**src/hdl/lwrf_pkg.sv**
```systemverilog
// package for the lcd window rectangle fill sequencer
// transaction payload types, sequencer phase codes and panel command bytes; no dependencies

package lwrf_pkg;

  typedef enum logic {
    OP_START   = 1'b0,
    OP_ADVANCE = 1'b1
  } op_t;

  typedef enum logic [3:0] {
    PH_IDLE     = 4'd0,
    PH_COL_CMD  = 4'd1,
    PH_COL_SH   = 4'd2,
    PH_COL_SL   = 4'd3,
    PH_COL_EH   = 4'd4,
    PH_COL_EL   = 4'd5,
    PH_PAGE_CMD = 4'd6,
    PH_PAGE_SH  = 4'd7,
    PH_PAGE_SL  = 4'd8,
    PH_PAGE_EH  = 4'd9,
    PH_PAGE_EL  = 4'd10,
    PH_MEM_WR   = 4'd11,
    PH_PIXELS   = 4'd12
  } phase_t;

  localparam logic [7:0] CMD_COLUMN_SET = 8'h2A;
  localparam logic [7:0] CMD_PAGE_SET   = 8'h2B;
  localparam logic [7:0] CMD_MEM_WRITE  = 8'h2C;

  typedef struct packed {
    op_t         operation;
    logic [15:0] x_start;
    logic [15:0] y_start;
    logic [15:0] rect_width;
    logic [15:0] rect_height;
    logic [15:0] color;
  } lwrf_in_t;

  typedef struct packed {
    logic [7:0] spi_byte;
    logic       is_data;
    logic       release_select;
    logic       last;
  } lwrf_out_t;

endpackage

```
**src/hdl/lwrf_seq.sv**
```systemverilog
// byte sequencer: rectangle clipping, window state and the next serial byte
// depends on lwrf_pkg

module lwrf_seq #(
  parameter int PANEL_WIDTH  = 320,
  parameter int PANEL_HEIGHT = 240
) (
  input  logic               clk,
  input  logic               rst_n,
  input  logic               step_en,
  input  lwrf_pkg::lwrf_in_t step_item,
  output logic               res_valid,
  output lwrf_pkg::lwrf_out_t res
);
  import lwrf_pkg::*;

  localparam int CW_W  = $clog2(PANEL_WIDTH + 1);
  localparam int RW_W  = $clog2(PANEL_HEIGHT + 1);
  localparam int BR_W  = $clog2(2 * PANEL_WIDTH);
  localparam int CMP_W = CW_W + 1;
  localparam logic [15:0] PW16 = 16'(PANEL_WIDTH);
  localparam logic [15:0] PH16 = 16'(PANEL_HEIGHT);

  phase_t            phase_r, phase_nxt;
  logic [15:0]       column_first_r, column_first_nxt;
  logic [15:0]       column_last_r, column_last_nxt;
  logic [15:0]       page_first_r, page_first_nxt;
  logic [15:0]       page_last_r, page_last_nxt;
  logic [15:0]       fill_value_r, fill_value_nxt;
  logic [CW_W-1:0]   clipped_width_r, clipped_width_nxt;
  logic [BR_W-1:0]   byte_in_row_r, byte_in_row_nxt;
  logic [RW_W-1:0]   rows_left_r, rows_left_nxt;

  logic [16:0]       x_sum, y_sum;
  logic [15:0]       w_clip, h_clip;
  logic              in_panel;
  logic [7:0]        pix_byte;
  logic              row_end;
  logic [RW_W-1:0]   rows_dec;
  logic              empty;

  // start item clipping
  always_comb begin
    x_sum    = {1'b0, step_item.x_start} + {1'b0, step_item.rect_width};
    y_sum    = {1'b0, step_item.y_start} + {1'b0, step_item.rect_height};
    in_panel = (step_item.x_start < PW16) && (step_item.y_start < PH16);
    w_clip   = (x_sum > {1'b0, PW16}) ? (PW16 - step_item.x_start) : step_item.rect_width;
    h_clip   = (y_sum > {1'b0, PH16}) ? (PH16 - step_item.y_start) : step_item.rect_height;
  end

  // pixel stream helpers
  always_comb begin
    pix_byte = byte_in_row_r[0] ? fill_value_r[7:0] : fill_value_r[15:8];
    row_end  = (CMP_W'(byte_in_row_r) + CMP_W'(1)) >= {clipped_width_r, 1'b0};
    rows_dec = (rows_left_r == '0) ? '0 : rows_left_r - RW_W'(1);
    empty    = (clipped_width_r == '0) || (rows_left_r == '0);
  end

  always_comb begin
    phase_nxt         = phase_r;
    column_first_nxt  = column_first_r;
    column_last_nxt   = column_last_r;
    page_first_nxt    = page_first_r;
    page_last_nxt     = page_last_r;
    fill_value_nxt    = fill_value_r;
    clipped_width_nxt = clipped_width_r;
    byte_in_row_nxt   = byte_in_row_r;
    rows_left_nxt     = rows_left_r;
    res_valid         = 1'b0;
    res               = '0;
    if (step_en) begin
      if (step_item.operation == OP_START) begin
        if (!in_panel) begin
          phase_nxt = PH_IDLE;
        end else begin
          column_first_nxt  = step_item.x_start;
          column_last_nxt   = step_item.x_start + w_clip - 16'd1;
          page_first_nxt    = step_item.y_start;
          page_last_nxt     = step_item.y_start + h_clip - 16'd1;
          fill_value_nxt    = step_item.color;
          clipped_width_nxt = CW_W'(w_clip);
          rows_left_nxt     = RW_W'(h_clip);
          byte_in_row_nxt   = '0;
          phase_nxt         = PH_COL_CMD;
        end
      end else begin
        res_valid = 1'b1;
        phase_nxt = phase_t'(phase_r + 4'd1);
        unique case (phase_r)
          PH_IDLE: begin
            res_valid = 1'b0;
            phase_nxt = PH_IDLE;
          end
          PH_COL_CMD:  res = '{CMD_COLUMN_SET, 1'b0, 1'b1, 1'b0};
          PH_COL_SH:   res = '{column_first_r[15:8], 1'b1, 1'b0, 1'b0};
          PH_COL_SL:   res = '{column_first_r[7:0], 1'b1, 1'b0, 1'b0};
          PH_COL_EH:   res = '{column_last_r[15:8], 1'b1, 1'b0, 1'b0};
          PH_COL_EL:   res = '{column_last_r[7:0], 1'b1, 1'b1, 1'b0};
          PH_PAGE_CMD: res = '{CMD_PAGE_SET, 1'b0, 1'b1, 1'b0};
          PH_PAGE_SH:  res = '{page_first_r[15:8], 1'b1, 1'b0, 1'b0};
          PH_PAGE_SL:  res = '{page_first_r[7:0], 1'b1, 1'b0, 1'b0};
          PH_PAGE_EH:  res = '{page_last_r[15:8], 1'b1, 1'b0, 1'b0};
          PH_PAGE_EL:  res = '{page_last_r[7:0], 1'b1, 1'b1, 1'b0};
          PH_MEM_WR: begin
            res             = '{CMD_MEM_WRITE, 1'b0, 1'b1, empty};
            phase_nxt       = empty ? PH_IDLE : PH_PIXELS;
            byte_in_row_nxt = '0;
          end
          PH_PIXELS: begin
            phase_nxt = PH_PIXELS;
            if (row_end) begin
              rows_left_nxt   = rows_dec;
              byte_in_row_nxt = '0;
              res             = '{pix_byte, 1'b1, 1'b1, (rows_dec == '0)};
              if (rows_dec == '0) begin
                phase_nxt = PH_IDLE;
              end
            end else begin
              byte_in_row_nxt = byte_in_row_r + BR_W'(1);
              res             = '{pix_byte, 1'b1, 1'b0, 1'b0};
            end
          end
          default: begin
            res_valid = 1'b0;
            phase_nxt = PH_IDLE;
          end
        endcase
      end
    end
  end

  always_ff @(posedge clk) begin
    if (!rst_n) begin
      phase_r         <= PH_IDLE;
      column_first_r  <= '0;
      column_last_r   <= '0;
      page_first_r    <= '0;
      page_last_r     <= '0;
      fill_value_r    <= '0;
      clipped_width_r <= '0;
      byte_in_row_r   <= '0;
      rows_left_r     <= '0;
    end else begin
      phase_r         <= phase_nxt;
      column_first_r  <= column_first_nxt;
      column_last_r   <= column_last_nxt;
      page_first_r    <= page_first_nxt;
      page_last_r     <= page_last_nxt;
      fill_value_r    <= fill_value_nxt;
      clipped_width_r <= clipped_width_nxt;
      byte_in_row_r   <= byte_in_row_nxt;
      rows_left_r     <= rows_left_nxt;
    end
  end

endmodule

```
**src/hdl/lcd_window_rect_fill_sequencer_core.sv**
```systemverilog
// top level of the lcd window rectangle fill sequencer
// depends on lwrf_pkg and lwrf_seq
//
// in_*  channel: valid/ready transactions of lwrf_in_t. operation OP_START
//   loads a rectangle and color (clipped to the panel, dropped when the left
//   column or top row is off the panel) and yields no output. OP_ADVANCE asks
//   for the next serial byte of the command; advance while idle yields nothing.
// out_* channel: valid/ready transactions of lwrf_out_t, one per advance while
//   a command is active: column-set, four address bytes, page-set, four address
//   bytes, memory-write, then the color bytes row by row, high byte first.
//   last marks the final byte.
// timing: one input transaction per cycle sustained while the receiver does not stall;
//   a result appears on out_* in the cycle after its advance is taken, from one pass of clip /
//   byte-select logic between the sequencer state and the output register.
// stall: in_ready follows out_ready while a result is held, so a stalled
//   receiver holds the result in place and pauses the input side without loss.
// reset: synchronous active-low rst_n returns the sequencer to idle and
//   empties the output register.

module lcd_window_rect_fill_sequencer_core #(
  parameter int PANEL_WIDTH  = 320,
  parameter int PANEL_HEIGHT = 240
) (
  input  logic                clk,
  input  logic                rst_n,
  input  logic                in_valid,
  output logic                in_ready,
  input  lwrf_pkg::lwrf_in_t  in_data,
  output logic                out_valid,
  input  logic                out_ready,
  output lwrf_pkg::lwrf_out_t out_data
);
  import lwrf_pkg::*;

  logic      in_accept;
  logic      res_valid;
  lwrf_out_t res;
  logic      out_valid_r, out_valid_nxt;
  lwrf_out_t out_r;

  // output register is free when empty or being drained this cycle
  assign in_ready  = !out_valid_r || out_ready;
  assign in_accept = in_valid && in_ready;

  lwrf_seq #(
    .PANEL_WIDTH (PANEL_WIDTH),
    .PANEL_HEIGHT(PANEL_HEIGHT)
  ) u_seq (
    .clk      (clk),
    .rst_n    (rst_n),
    .step_en  (in_accept),
    .step_item(in_data),
    .res_valid(res_valid),
    .res      (res)
  );

  always_comb begin
    out_valid_nxt = out_valid_r;
    if (in_accept) begin
      out_valid_nxt = res_valid;
    end else if (out_ready) begin
      out_valid_nxt = 1'b0;
    end
  end

  always_ff @(posedge clk) begin
    if (!rst_n) begin
      out_valid_r <= 1'b0;
    end else begin
      out_valid_r <= out_valid_nxt;
    end
  end

  // payload register, loaded only with a fresh result
  always_ff @(posedge clk) begin
    if (in_accept && res_valid) begin
      out_r <= res;
    end
  end

  assign out_valid = out_valid_r;
  assign out_data  = out_r;

  // a start transaction never leaves a result behind
  a_start_no_result: assert property (@(posedge clk) disable iff (!rst_n)
    (in_valid && in_ready && (in_data.operation == OP_START)) |=> !out_valid_r)
    else $error("result after start transaction");

  // command bytes always release select
  a_cmd_release: assert property (@(posedge clk) disable iff (!rst_n)
    (out_valid_r && !out_r.is_data) |-> out_r.release_select)
    else $error("command byte without select release");

  // the final byte always releases select
  a_last_release: assert property (@(posedge clk) disable iff (!rst_n)
    (out_valid_r && out_r.last) |-> out_r.release_select)
    else $error("last byte without select release");

  // an empty output register never blocks the input side
  a_ready_when_empty: assert property (@(posedge clk) disable iff (!rst_n)
    !out_valid_r |-> in_ready)
    else $error("input stalled with empty output register");

endmodule

```
**config.mk**
```make
export PLATFORM = sky130hd
export DESIGN_NAME = lcd_window_rect_fill_sequencer_core
export DESIGN_NICKNAME = d
export VERILOG_FILES = /design/src/hdl/lwrf_pkg.sv /design/src/hdl/lwrf_seq.sv /design/src/hdl/lcd_window_rect_fill_sequencer_core.sv
export SDC_FILE = /design/constraint.sdc
export NUM_CORES = 1
export LEC_CHECK = 0
export ABC_AREA = 1
export BUFFER_PORTS_ARGS = -buffer_cell sky130_fd_sc_hd__buf_2
export CORE_MARGIN = 1.5
export CORE_UTILIZATION = 30
export DETAILED_ROUTE_END_ITERATION = 7
export SYNTH_ARGS = -nofsm -noshare
export SYNTH_HDL_FRONTEND = slang
export SYNTH_SLANG_ARGS = --single-unit
```
**constraint.sdc**
```tcl
create_clock -name clk -period 10.3 [get_ports clk]
set_input_delay 0 -clock clk [delete_from_list [all_inputs] [get_ports clk]]
set_output_delay 0 -clock clk [all_outputs]
set_load 0.02 [all_outputs]
```
==> results.toml <==
[final_layout]
fillers = 3853
final_common_cell = "nand2_1"
final_cell_mix = "nand2_1, inv_1, a21oi_1, dfxtp_1, nor2_1"
final_layout_size_suffix_gt1_share_pct = 9.858
final_net_count = 2009
antenna_cells = 0
syn_to_final_growth_pct = 17.43
fin_util_pct = 35.69

[floorplan]
die_x_um = 192.6
core_mm2 = 0.03548
pin_count = 98
initial_core_util_pct = 30.39
die-area_mm2 = 0.03709
rows = 69
die_h_um = 192.6

[timing]
drv_slew = 0
fin_crit_ps = 4993
rsz0062_at_grt = "false"
fmax_mhz = 200.3
worstMarginPinSlew_ps = 841.1
holdWs_ps = -2.393
worst_clock_skew_ps = 9.331
fin_tns_setup_ps = 0
hold_viol_final = 1
relSlewSlack_pct = 43.93
finalCritPeriodShare_pct = 48.47
setup_viol = 0

[critical_path]
critPathMaxFanout = 32
reg2regPathDepth = 17
crit_required_ps = 10630
crit_start = "in_data[32]"
path_class = "in2reg"
cp_slowest_stage_delay_ps = 530
crit_buf_inv = 6
rrSetupSlack_ps = 6610
reg2reg_to = "u_seq.rows_left_r[4]"
startpoint_type = "input port"
crit_arrival_ps = 5320
crit_cells = 32
slowest_stage = "dlygate4sd3_1"
critPathTopFamily = "simple AND/OR/NAND/NOR gates"
reg2reg_from = "u_seq.byte_in_row_r[0]"
end_kind = "flop"
crit_end = "u_seq.column_last_r[15]"

[clock_tree]
cts-resized-gates = 0
clk_latency_ps = 430
clockBufferDepth = 2
h-tree-depth = 4
cts_setup_buffers = 0
cts_tree = "yes"
numClockSinks = 123
path_clk_slew_ps = 60
clock-root-buffer = "clkbuf_16"
numCtsBuffers = 17

[synth]
yosysTopAreaCell = "dfxtp_1"
ys_types = 48
synth-seq-cells = 123
yosysSeqAreaShare_pct = 23.86
async_reset_ff_share_pct = 0
synth_area_mm2 = 0.01078
ys_warn_count = 0
synth_top_cells_by_area = "dfxtp_1, nand2_1, ha_1"
synth_edf_count = 11
ys.flop_type = "dfxtp_1"
netlist.area_leader.share_pct = 20.79
syn-num-nets = 1892
synth_cells = 1696
syn_avg_cell_area_um2 = 6.358

[route]
drtPass1Iterations = 5
drc = 0
vias = 10880
drt-total-wl_um = 31930
initialDrtViolationCount = 590
routedWlPerCell_um = 13.96
ant_nets = 0
viasPerCell = 4.758

[global_route]
grt_pass1_vias = 10270
grt_pass1_wl_um = 50760
grt_max_degree = 57
grt_usage_pct = 17.30
gr-total-overflow = 0
grt_antenna_before_repair = 1

[power]
p_sw_share_pct = 33.13
ir_drop_mv = 0.1180
power_density_mw_per_mm2 = 123.0
p_int_mw = 1.041
clkPwrFrac_pct = 40.1
p_leak_nw = 6.247
p_sw_mw = 0.5160
seq_power_share_pct = 31.2
pwr-share-comb_pct = 28.7

[place]
hpwl_um = 25660
gp_congestion = 0.9095
port_buffers = 97

[status]
violations = "hold timing"
status = "complete, but fails checks"

[min_path]
hold_class = "in2reg"

[run]
drv_cap = 0
==> power groups by stage <==
stage | Clock, mW | Sequential [mW] | Combinational, mW
2_1_floorplan | 0 | 0.497 | 0.324
3_3_place_gp | 0 | 0.496 | 0.430
3_5_place_dp | 0 | 0.496 | 0.434
4_1_cts | 0.631 | 0.486 | 0.448
5_1_grt | 0.654 | 0.486 | 0.512
6_report | 0.625 | 0.486 | 0.446
==> through the flow <==
stage	power (mW)	setup WS [ps]	std cells	cell area (um2)
detailed placement	0.9304	5485	2218	11680
global route	1.652	4852	2287	12660
floorplan	0.8204	6381	1696	10780
finish	1.557	5307	2287	12660
global placement	0.9262	5570	2218	11680
CTS	1.566	5368	2287	12660
==> synthesized netlist by cell type (7+ instances only) <==
| library cell | number |
|---|---|
| dfxtp_1 | 112 |
| nor2_2 | 7 |
| a21oi_1 | 144 |
| edfxtp_1 | 11 |
| nand3_1 | 83 |
| nand3b_1 | 12 |
| a221oi_1 | 13 |
| o21ai_0 | 70 |
| buf_2 | 16 |
| nand4_1 | 20 |
| nand2_1 | 447 |
| xor2_1 | 44 |
| inv_1 | 321 |
| clkbuf_1 | 19 |
| nor2_1 | 109 |
| o21ai_1 | 22 |
| o211ai_1 | 13 |
| ha_1 | 107 |
| xnor2_1 | 9 |
| nor3_1 | 25 |
| o21ai_2 | 19 |
==> tightest hold or removal path: cells and delay by family <==
| kind | cells | cell delay [ps] |
|---|---|---|
| AO/OA/AOI/OAI | 2 | 160 |
| buffers and inverters | 2 | 160 |
| AND/OR/NAND/NOR | 1 | 70 |
==> worst min-delay path by stage <==
stage	startpoint	end	slack, ps	cells after the start
floorplan	in_data[6]	u_seq.fill_value_r[6]	150	2
global placement	in_data[3]	u_seq.fill_value_r[3]	260	3
detailed placement	in_data[1]	u_seq.fill_value_r[1]	260	3
CTS	in_data[18]	u_seq.rows_left_r[2]	0.1	5
global route	in_data[23]	u_seq.rows_left_r[7]	40	5
finish	in_data[39]	u_seq.clipped_width_r[7]	-2	5
==> state kept, by name (all words and copies together), names as in the netlist <==
name	cells
u_seq.fill_value_r	16
out_data	11
u_seq.page_last_r	16
u_seq.clipped_width_r	9
out_valid	1
u_seq.rows_left_r	8
u_seq.column_first_r	16
u_seq.page_first_r	16
u_seq.column_last_r	16
u_seq.phase_r	4
u_seq.byte_in_row_r	10
==> cell type report <==
class,count,area [um2],area share [%]
Multi-Input combinational cell,1208,6789,53.62
Clock inverter,15,185.2,1.462
Clock buffer,17,425.4,3.360
Sequential cell,123,2572,20.32
Tap cell,461,576.8,4.555
Inverter,323,1212,9.575
Timing Repair Buffer,140,900.9,7.115
==> cells by family (layout without fill, tap and decap cells) <==
group / Yosys count / count (layout) / synth area share, %
xor gates and xnor gates: 53 / 53 / 4.305
AOI/OAI and AO/OA: 315 / 315 / 16.93
DFF: 123 / 123 / 23.86
and+or+nand+nor: 729 / 729 / 28.51
buffers and inverters: 365 / 495 / 13.24
adders and majority gates: 111 / 111 / 13.16
==> timing repair <==
| item | in CTS | in global routing |
|---|---|---|
| endpoints found under the hold margin | 39 | 0 |
| hold buffers | 37 | 0 |
| setup endpoints to repair | 0 | 0 |
==> layer usage <==
layer  wire length (um)  part of all wire (%)  up-vias  GRT usage [%]
li1                   -                     -     5691              -
met4                500                   1.6        2          4.204
met3               1492                   4.7       38          2.600
met5                 13                 0.041        -              0
met1              15100                    47     4908          23.06
met2              14830                    46      242          29.09
No activity file was read; power rests on OpenSTA's default activity.
